**src/rtl/core/lswt_pkg.sv**
```systemverilog
package lswt_pkg;

    localparam int SEQ_W    = 3;
    localparam int VERDICT_W = 2;
    localparam int IN_W     = 8;
    localparam int OUT_W    = 24;

    localparam logic [SEQ_W-1:0] LIMIT_RESET  = 3'd7;
    localparam logic [SEQ_W-1:0] ACKED_RESET  = 3'd7;
    localparam logic [SEQ_W-1:0] CREDIT_RESET = 3'd1;
    localparam logic [SEQ_W-1:0] OUT_MAX      = 3'd7;

    typedef enum logic [2:0] {
        OP_RESET    = 3'd0,
        OP_SENT     = 3'd1,
        OP_ACCEPTED = 3'd2,
        OP_CHECK_NS = 3'd3,
        OP_CHECK_NR = 3'd4,
        OP_ACK_NR   = 3'd5
    } op_t;

    typedef enum logic [VERDICT_W-1:0] {
        V_NONE       = 2'd0,
        V_EXPECTED   = 2'd1,
        V_UNEXPECTED = 2'd2,
        V_INVALID    = 2'd3
    } verdict_t;

    typedef struct packed {
        logic [SEQ_W-1:0] pending;
        logic [SEQ_W-1:0] acked_seq;
        logic [SEQ_W-1:0] recv_seq;
        logic [SEQ_W-1:0] send_seq;
        logic [SEQ_W-1:0] credit;
        logic [SEQ_W-1:0] removed;
        verdict_t         verdict;
    } result_t;

endpackage

```
**src/rtl/core/lap_sliding_window_tracker_unit.sv**
```systemverilog
// Modulo-8 sliding-window tracker for one link. Each request (op, seq) is
// worked combinationally against the held sequence state and yields one
// result carrying the verdict, the frames released and the state after the
// request. A new request is taken in every cycle; the result goes into a
// two-entry output buffer, so one more request is taken while a result
// waits, and s_tready falls only when both entries are full. The window
// limit is written over the cfg channel, which is always ready, and
// resets to 7.
module lap_sliding_window_tracker_unit (
    input  logic                      clk,
    input  logic                      rst_n,
    input  logic                      cfg_valid,
    output logic                      cfg_ready,
    input  logic [lswt_pkg::SEQ_W-1:0] cfg_data,   // window_limit
    input  logic                      s_tvalid,
    output logic                      s_tready,
    input  logic [lswt_pkg::IN_W-1:0] s_tdata,     // op[2:0], seq[5:3]
    output logic                      m_tvalid,
    input  logic                      m_tready,
    output logic [lswt_pkg::OUT_W-1:0] m_tdata     // verdict[1:0], removed[4:2],
                                                  // credit[7:5], send_seq[10:8],
                                                  // recv_seq[13:11], acked_seq[16:14],
                                                  // pending[19:17]
);
    import lswt_pkg::*;

    logic [SEQ_W-1:0] limit_reg;
    logic [SEQ_W-1:0] send_reg, send_next;
    logic [SEQ_W-1:0] recv_reg, recv_next;
    logic [SEQ_W-1:0] acked_reg, acked_next;
    logic [SEQ_W-1:0] pend_reg, pend_next;
    logic [SEQ_W-1:0] credit_reg, credit_next;

    logic             head_valid_reg, skid_valid_reg;
    result_t          head_reg, skid_reg;
    result_t          res;

    logic [2:0]       op_raw;
    logic [SEQ_W-1:0] seq;
    logic             push, pop, head_load;
    logic [SEQ_W-1:0] gap, rel;
    verdict_t         verdict;
    logic [SEQ_W-1:0] removed;

    assign op_raw = s_tdata[2:0];
    assign seq    = s_tdata[5:3];

    assign cfg_ready = 1'b1;
    assign s_tready  = !skid_valid_reg;
    assign push      = s_tvalid && s_tready;
    assign pop       = head_valid_reg && m_tready;
    assign head_load = pop || !head_valid_reg;

    assign gap = seq - acked_reg - 3'd1;
    assign rel = (pend_reg < gap) ? pend_reg : gap;

    always_comb
    begin
        send_next   = send_reg;
        recv_next   = recv_reg;
        acked_next  = acked_reg;
        pend_next   = pend_reg;
        credit_next = credit_reg;
        verdict     = V_NONE;
        removed     = '0;
        case (op_raw)
            OP_RESET:
            begin
                send_next   = '0;
                recv_next   = '0;
                acked_next  = ACKED_RESET;
                pend_next   = '0;
                credit_next = CREDIT_RESET;
            end
            OP_SENT:
            begin
                send_next = send_reg + 3'd1;
                if (pend_reg < OUT_MAX)
                    pend_next = pend_reg + 3'd1;
                if (credit_reg != '0)
                    credit_next = credit_reg - 3'd1;
            end
            OP_ACCEPTED:
                recv_next = recv_reg + 3'd1;
            OP_CHECK_NS:
                verdict = (seq == recv_reg) ? V_EXPECTED : V_UNEXPECTED;
            OP_CHECK_NR:
            begin
                if (seq == send_reg)
                    verdict = V_EXPECTED;
                else if (acked_reg < send_reg)
                    verdict = (seq >= acked_reg && seq <= send_reg) ? V_UNEXPECTED
                                                                    : V_INVALID;
                else
                    verdict = (seq >= acked_reg || seq <= send_reg) ? V_UNEXPECTED
                                                                    : V_INVALID;
            end
            OP_ACK_NR:
            begin
                if (seq == send_reg)
                begin
                    removed    = pend_reg;
                    pend_next  = '0;
                    acked_next = seq - 3'd1;
                end
                else
                begin
                    removed    = rel;
                    pend_next  = pend_reg - rel;
                    acked_next = acked_reg + rel;
                end
                credit_next = (limit_reg > pend_next) ? (limit_reg - pend_next) : '0;
            end
            default:
            begin
            end
        endcase
    end

    always_comb
    begin
        res.verdict   = verdict;
        res.removed   = removed;
        res.credit    = credit_next;
        res.send_seq  = send_next;
        res.recv_seq  = recv_next;
        res.acked_seq = acked_next;
        res.pending   = pend_next;
    end

    always_ff @(posedge clk or negedge rst_n)
    begin
        if (!rst_n)
        begin
            limit_reg      <= LIMIT_RESET;
            send_reg       <= '0;
            recv_reg       <= '0;
            acked_reg      <= ACKED_RESET;
            pend_reg       <= '0;
            credit_reg     <= CREDIT_RESET;
            head_valid_reg <= 1'b0;
            skid_valid_reg <= 1'b0;
        end
        else
        begin
            if (cfg_valid && cfg_ready)
                limit_reg <= cfg_data;
            if (push)
            begin
                send_reg   <= send_next;
                recv_reg   <= recv_next;
                acked_reg  <= acked_next;
                pend_reg   <= pend_next;
                credit_reg <= credit_next;
            end
            if (head_load)
            begin
                head_valid_reg <= skid_valid_reg || push;
                skid_valid_reg <= skid_valid_reg && push;
            end
            else if (push)
                skid_valid_reg <= 1'b1;
        end
    end

    // hold payload; refill head from skid first
    always_ff @(posedge clk)
    begin
        if (head_load)
        begin
            if (skid_valid_reg)
            begin
                head_reg <= skid_reg;
                if (push)
                    skid_reg <= res;
            end
            else if (push)
                head_reg <= res;
        end
        else if (push)
            skid_reg <= res;
    end

    assign m_tvalid = head_valid_reg;
    assign m_tdata  = {4'd0, head_reg};

    a_skid_needs_head: assert property (@(posedge clk) disable iff (!rst_n)
        skid_valid_reg |-> head_valid_reg)
        else $error("skid entry held without head entry");

    a_window_sum: assert property (@(posedge clk) disable iff (!rst_n)
        ({1'b0, pend_reg} + {1'b0, credit_reg}) <= 4'd7)
        else $error("outstanding plus credit exceeds window");

    a_reset_state: assert property (@(posedge clk) disable iff (!rst_n)
        (push && op_raw == OP_RESET) |=>
            (pend_reg == '0 && credit_reg == CREDIT_RESET && acked_reg == ACKED_RESET))
        else $error("connection reset left stale state");

    a_ack_shrinks: assert property (@(posedge clk) disable iff (!rst_n)
        (push && op_raw == OP_ACK_NR) |=> pend_reg <= $past(pend_reg))
        else $error("acknowledge grew outstanding count");

    a_verdict_removed: assert property (@(posedge clk) disable iff (!rst_n)
        (m_tvalid && head_reg.verdict != V_NONE) |-> head_reg.removed == '0)
        else $error("verdict and release reported together");

endmodule
```
**config.mk**
```make
export PLATFORM = sky130hd
export DESIGN_NAME = lap_sliding_window_tracker_unit
export DESIGN_NICKNAME = d
export VERILOG_FILES = /design/src/rtl/core/lswt_pkg.sv /design/src/rtl/core/lap_sliding_window_tracker_unit.sv
export SDC_FILE = /design/constraint.sdc
export NUM_CORES = 1
export LEC_CHECK = 0
export BUFFER_PORTS_ARGS = -buffer_cell sky130_fd_sc_hd__buf_2
export CAP_MARGIN = 40
export CORE_MARGIN = 4
export CORE_UTILIZATION = 25
export CTS_BUF_LIST = sky130_fd_sc_hd__clkbuf_4
export DETAILED_ROUTE_END_ITERATION = 10
export GPL_TIMING_DRIVEN = 0
export SYNTH_ARGS = -nofsm -noshare
export SYNTH_HDL_FRONTEND = slang
export SYNTH_SLANG_ARGS = --single-unit
```
**constraint.sdc**
```tcl
create_clock -name clk -period 3.96 [get_ports clk]
set_input_delay 0.198 -clock clk [delete_from_list [all_inputs] [get_ports clk]]
set_output_delay 0.198 -clock clk [all_outputs]
set_load 0.005 [all_outputs]
```
==> flow_summary.yaml <==
sta:
  hold-worst-slack_ns: 0.0329
  timing.final.ws_setup_ns: -0.170
  timing.clock.skew_ns: 0.0195
  timing.slew.headroom_pct: 61.5
  report.final.setup_viol: 6
  grt_setup_unrepaired: "true"
  maximum_operating_frequency_mhz: 242
  finalCritPeriodShare_pct: 104
  totalNegativeSetupSlack_ns: -0.421
  fin_crit_ns: 4.13
  maxSlewViolCount: 0
  hold_viol_final: 0
  worst_pin_slew_ns: 0.578
power:
  switching_share_pct: 37.3
  internal_power_uw: 2200
  logic_gate_share_of_total_power_pct: 57.6
  peakVddDrop_mv: 0.282
  leakagePower_uw: 0.00182
  switching_power_uw: 1310
  pwr_density_cell_nw_per_um2: 784
  power.share.clock_pct: 15.8
  seqPwrFrac_pct: 26.6
logic_synthesis:
  netlist_area_um2: 3500
  synth.ff_latch_count: 60
  ys_seq_area_share_pct: 48.8
  main_combinational_cell_family_by_area_after_synthesis: "simple AND/OR/NAND/NOR gates"
  netlist_instances: 328
  synthAdderAreaFrac_pct: 10.8
  yosys-mux-area-fraction_pct: 6.90
  count_of_warnings_emitted_by_yosys: 0
  synth-simple-area-share_pct: 12.8
  synth_compound_gate_area_share_pct: 12.0
  yosys.cell_types.count: 52
  ys.flop_type: "sky130_fd_sc_hd__edfxtp_1"
  synthesis.area_per_instance_um2: 10.7
  ys_async_sr_fraction_pct: 33.3
  synth_enable_flop_cells: 40
  synth-xor-area-share_pct: 2.25
worst_setup_path:
  worst_setup_path_start_kind: "flop"
  r2r.worst_path.cells: 17
  timing.rr.start: "acked_reg[0]"
  worstSetupEndpointType: "flop"
  worstReg2RegEnd: "m_tdata[6]"
  cp_data_arrival_time_ns: 4.30
  worst-setup-path-type: "flop to flop"
  critical_path_peak_fanout: 3
  r2r_setup_slack_ns: -0.17
  worst_path_required_ns: 4.13
finish:
  finish.net_count: 439
  leading_cell_type_in_the_layout_fill_and_taps_excluded: "sky130_fd_sc_hd__edfxtp_1"
  drive_above_1_share_pct: 35.2
  num_antenna_cells: 0
  layout-area-overhead-vs-synth_pct: 28.0
  final_cell_mix: "sky130_fd_sc_hd__edfxtp_1, sky130_fd_sc_hd__nand2_1, sky130_fd_sc_hd__buf_2"
  final_design_area_no_fill_um2: 4480
detailed_routing:
  route.detailed.wl_per_inst_um: 13.8
  drt-total-wl_mm: 7.98
  drt.antenna.violating_nets: 0
  vias_per_inst: 4.43
  violation_count_after_the_first_detailed_routing_iteration: 172
  drc: 0
  drtPass1Iterations: 4
  route.vias.total: 2558
min_path:
  worst_hold_path.num_cells: 2
  hold_class: "input port to flop"
  timing.hold.worst.start: "cfg_data[2]"
  timing.hold.worst_endpoint: "limit_reg[2]"
run_status:
  failed_checks: "negative setup slack"
  status: "finished with violations"
clock_network:
  tritoncts.num_buffers: 9
  clkLatencyLatePin_ns: 0.41
  clk_transition_reported_paths_ns: 0.12
  numClockSinks: 60
  tritoncts: "yes"
  max-clock-path-buffers: 2
  cts.root.buffer_cell: "sky130_fd_sc_hd__clkbuf_4"
  cts_htree_levels: 3
global_route:
  grt_max_degree: 21
  wire_length_of_the_first_global_routing_pass_mm: 12.8
  global_route.usage.total_pct: 9.93
  grt_antenna_before_repair: 0
  globalRouteOverflowTotal: 0
  grt_pass1_vias: 2567
floorplanning:
  die_width_um: 126
  io_pins: 43
  core_region_area_um2: 13500
  rows: 42
  die_ht_um: 126
  floorplan.die_area_um2: 16000
  start_util_pct: 26.0
place:
  routabilityCongestion: 0.852
  hpwl_mm: 5.81
  place.port_buffers: 34
  dpl_cell_area_um2: 3980
run:
  max_cap_violations: 0
-- logic make-up (layout without fill, tap and decap cells) --
kind of cell	count (synthesis)	in the layout
and+or+nand+nor	94	94
AOI/OAI and AO/OA	70	70
DFF	60	60
buffers and inverters	44	114
adders and majority gates	28	28
muxes	21	21
xor gates and xnor gates	9	9
other	2	5
-- Yosys cell counts (all sizes together), types with 4 or more instances --
cell type	instances	share of area, %
a31oi	7	1.3
edfxtp	40	34
mux2	19	6.3
o21ai	20	2.9
nand3	6	0.86
dfstp	7	5.3
buf	11	2.6
a21oi	21	3.0
nor3	4	0.57
clkbuf	8	0.86
fa	4	2.3
xor2	6	1.5
inv	24	2.6
nor2	20	2.1
nand2b	9	1.6
nand2	39	4.2
dfrtp	13	9.3
nor2b	6	1.3
ha	23	8.2
-- worst max-delay path by stage --
stage,from,endpoint,slack [ns],cells past startpoint
2_1_floorplan,acked_reg[0],m_tdata[6],-0.11,17
3_3_place_gp,acked_reg[0],m_tdata[6],-0.42,17
3_5_place_dp,acked_reg[0],m_tdata[6],-0.48,17
4_1_cts,acked_reg[0],m_tdata[6],-0.09,17
5_1_grt,acked_reg[0],m_tdata[6],-0.23,17
6_report,acked_reg[0],m_tdata[6],-0.17,17
-- area by class of cell --
type / instances / area (um2)
sequential: 60 / 1710
clock inverter: 7 / 115
fill: 1358 / 8970
inverter: 25 / 93.8
timing repair buffer: 54 / 347
tap: 176 / 220
multi-input combinational: 227 / 1810
buffer: 19 / 121
clock buffer: 9 / 67.6
-- layer usage --
| metal | vias to the layer above | global-route usage, % | wire length [um] |
|---|---|---|---|
| met4 | 0 | 2.97 | 128 |
| met1 | 1205 | 12.9 | 3570 |
| met2 | 62 | 16.5 | 3890 |
| met3 | 11 | 2.35 | 384 |
| met5 | - | 0 | 0 |
| li1 | 1280 | - | - |
-- power groups by stage --
stage | Combinational (uW) | Sequential [uW] | Clock (uW)
floorplan | 1010 | 920 | 0
global placement | 1270 | 937 | 0
detailed placement | 1340 | 944 | 0
CTS | 1700 | 929 | 564
global route | 2200 | 948 | 601
finish | 2020 | 933 | 554
-- critical path, cell delays in order, from the launching register on --
cell,delay [ns]
sky130_fd_sc_hd__dfstp_2,0.58
sky130_fd_sc_hd__inv_2,0.05
sky130_fd_sc_hd__ha_4,0.14
sky130_fd_sc_hd__inv_2,0.05
sky130_fd_sc_hd__fa_2,0.45
sky130_fd_sc_hd__ha_4,0.25
sky130_fd_sc_hd__o21bai_1,0.14
sky130_fd_sc_hd__a21oi_1,0.09
sky130_fd_sc_hd__a31oi_2,0.18
sky130_fd_sc_hd__ha_2,0.23
sky130_fd_sc_hd__fa_1,0.44
sky130_fd_sc_hd__nand2b_4,0.18
sky130_fd_sc_hd__ha_4,0.23
sky130_fd_sc_hd__nor2b_4,0.12
sky130_fd_sc_hd__o21ai_2,0.18
sky130_fd_sc_hd__a21oi_2,0.09
sky130_fd_sc_hd__a21bo_2,0.24
sky130_fd_sc_hd__mux2_4,0.25
-- what timing repair did --
| action | CTS | global route |
|---|---|---|
| setup endpoints to repair | 9 | 9 |
| gates resized for setup | 20 | 13 |
| pin swaps | 15 | 14 |
| buffers inserted | 9 | 6 |
| hold buffers | 3 | 0 |
| hold endpoints to repair | 14 | 0 |
-- stage by stage --
stage               setup WS (ns)  util, %  power [uW]  std cells
CTS                       -0.0868     32.5        3200        571
floorplan                  -0.108        -        1940        331
global placement           -0.423     29.3        2210        541
finish                     -0.170     33.3        3510        577
detailed placement         -0.482     29.6        2280        543
global route               -0.231     33.3        3750        577
No activity file was read; power rests on OpenSTA's default activity.
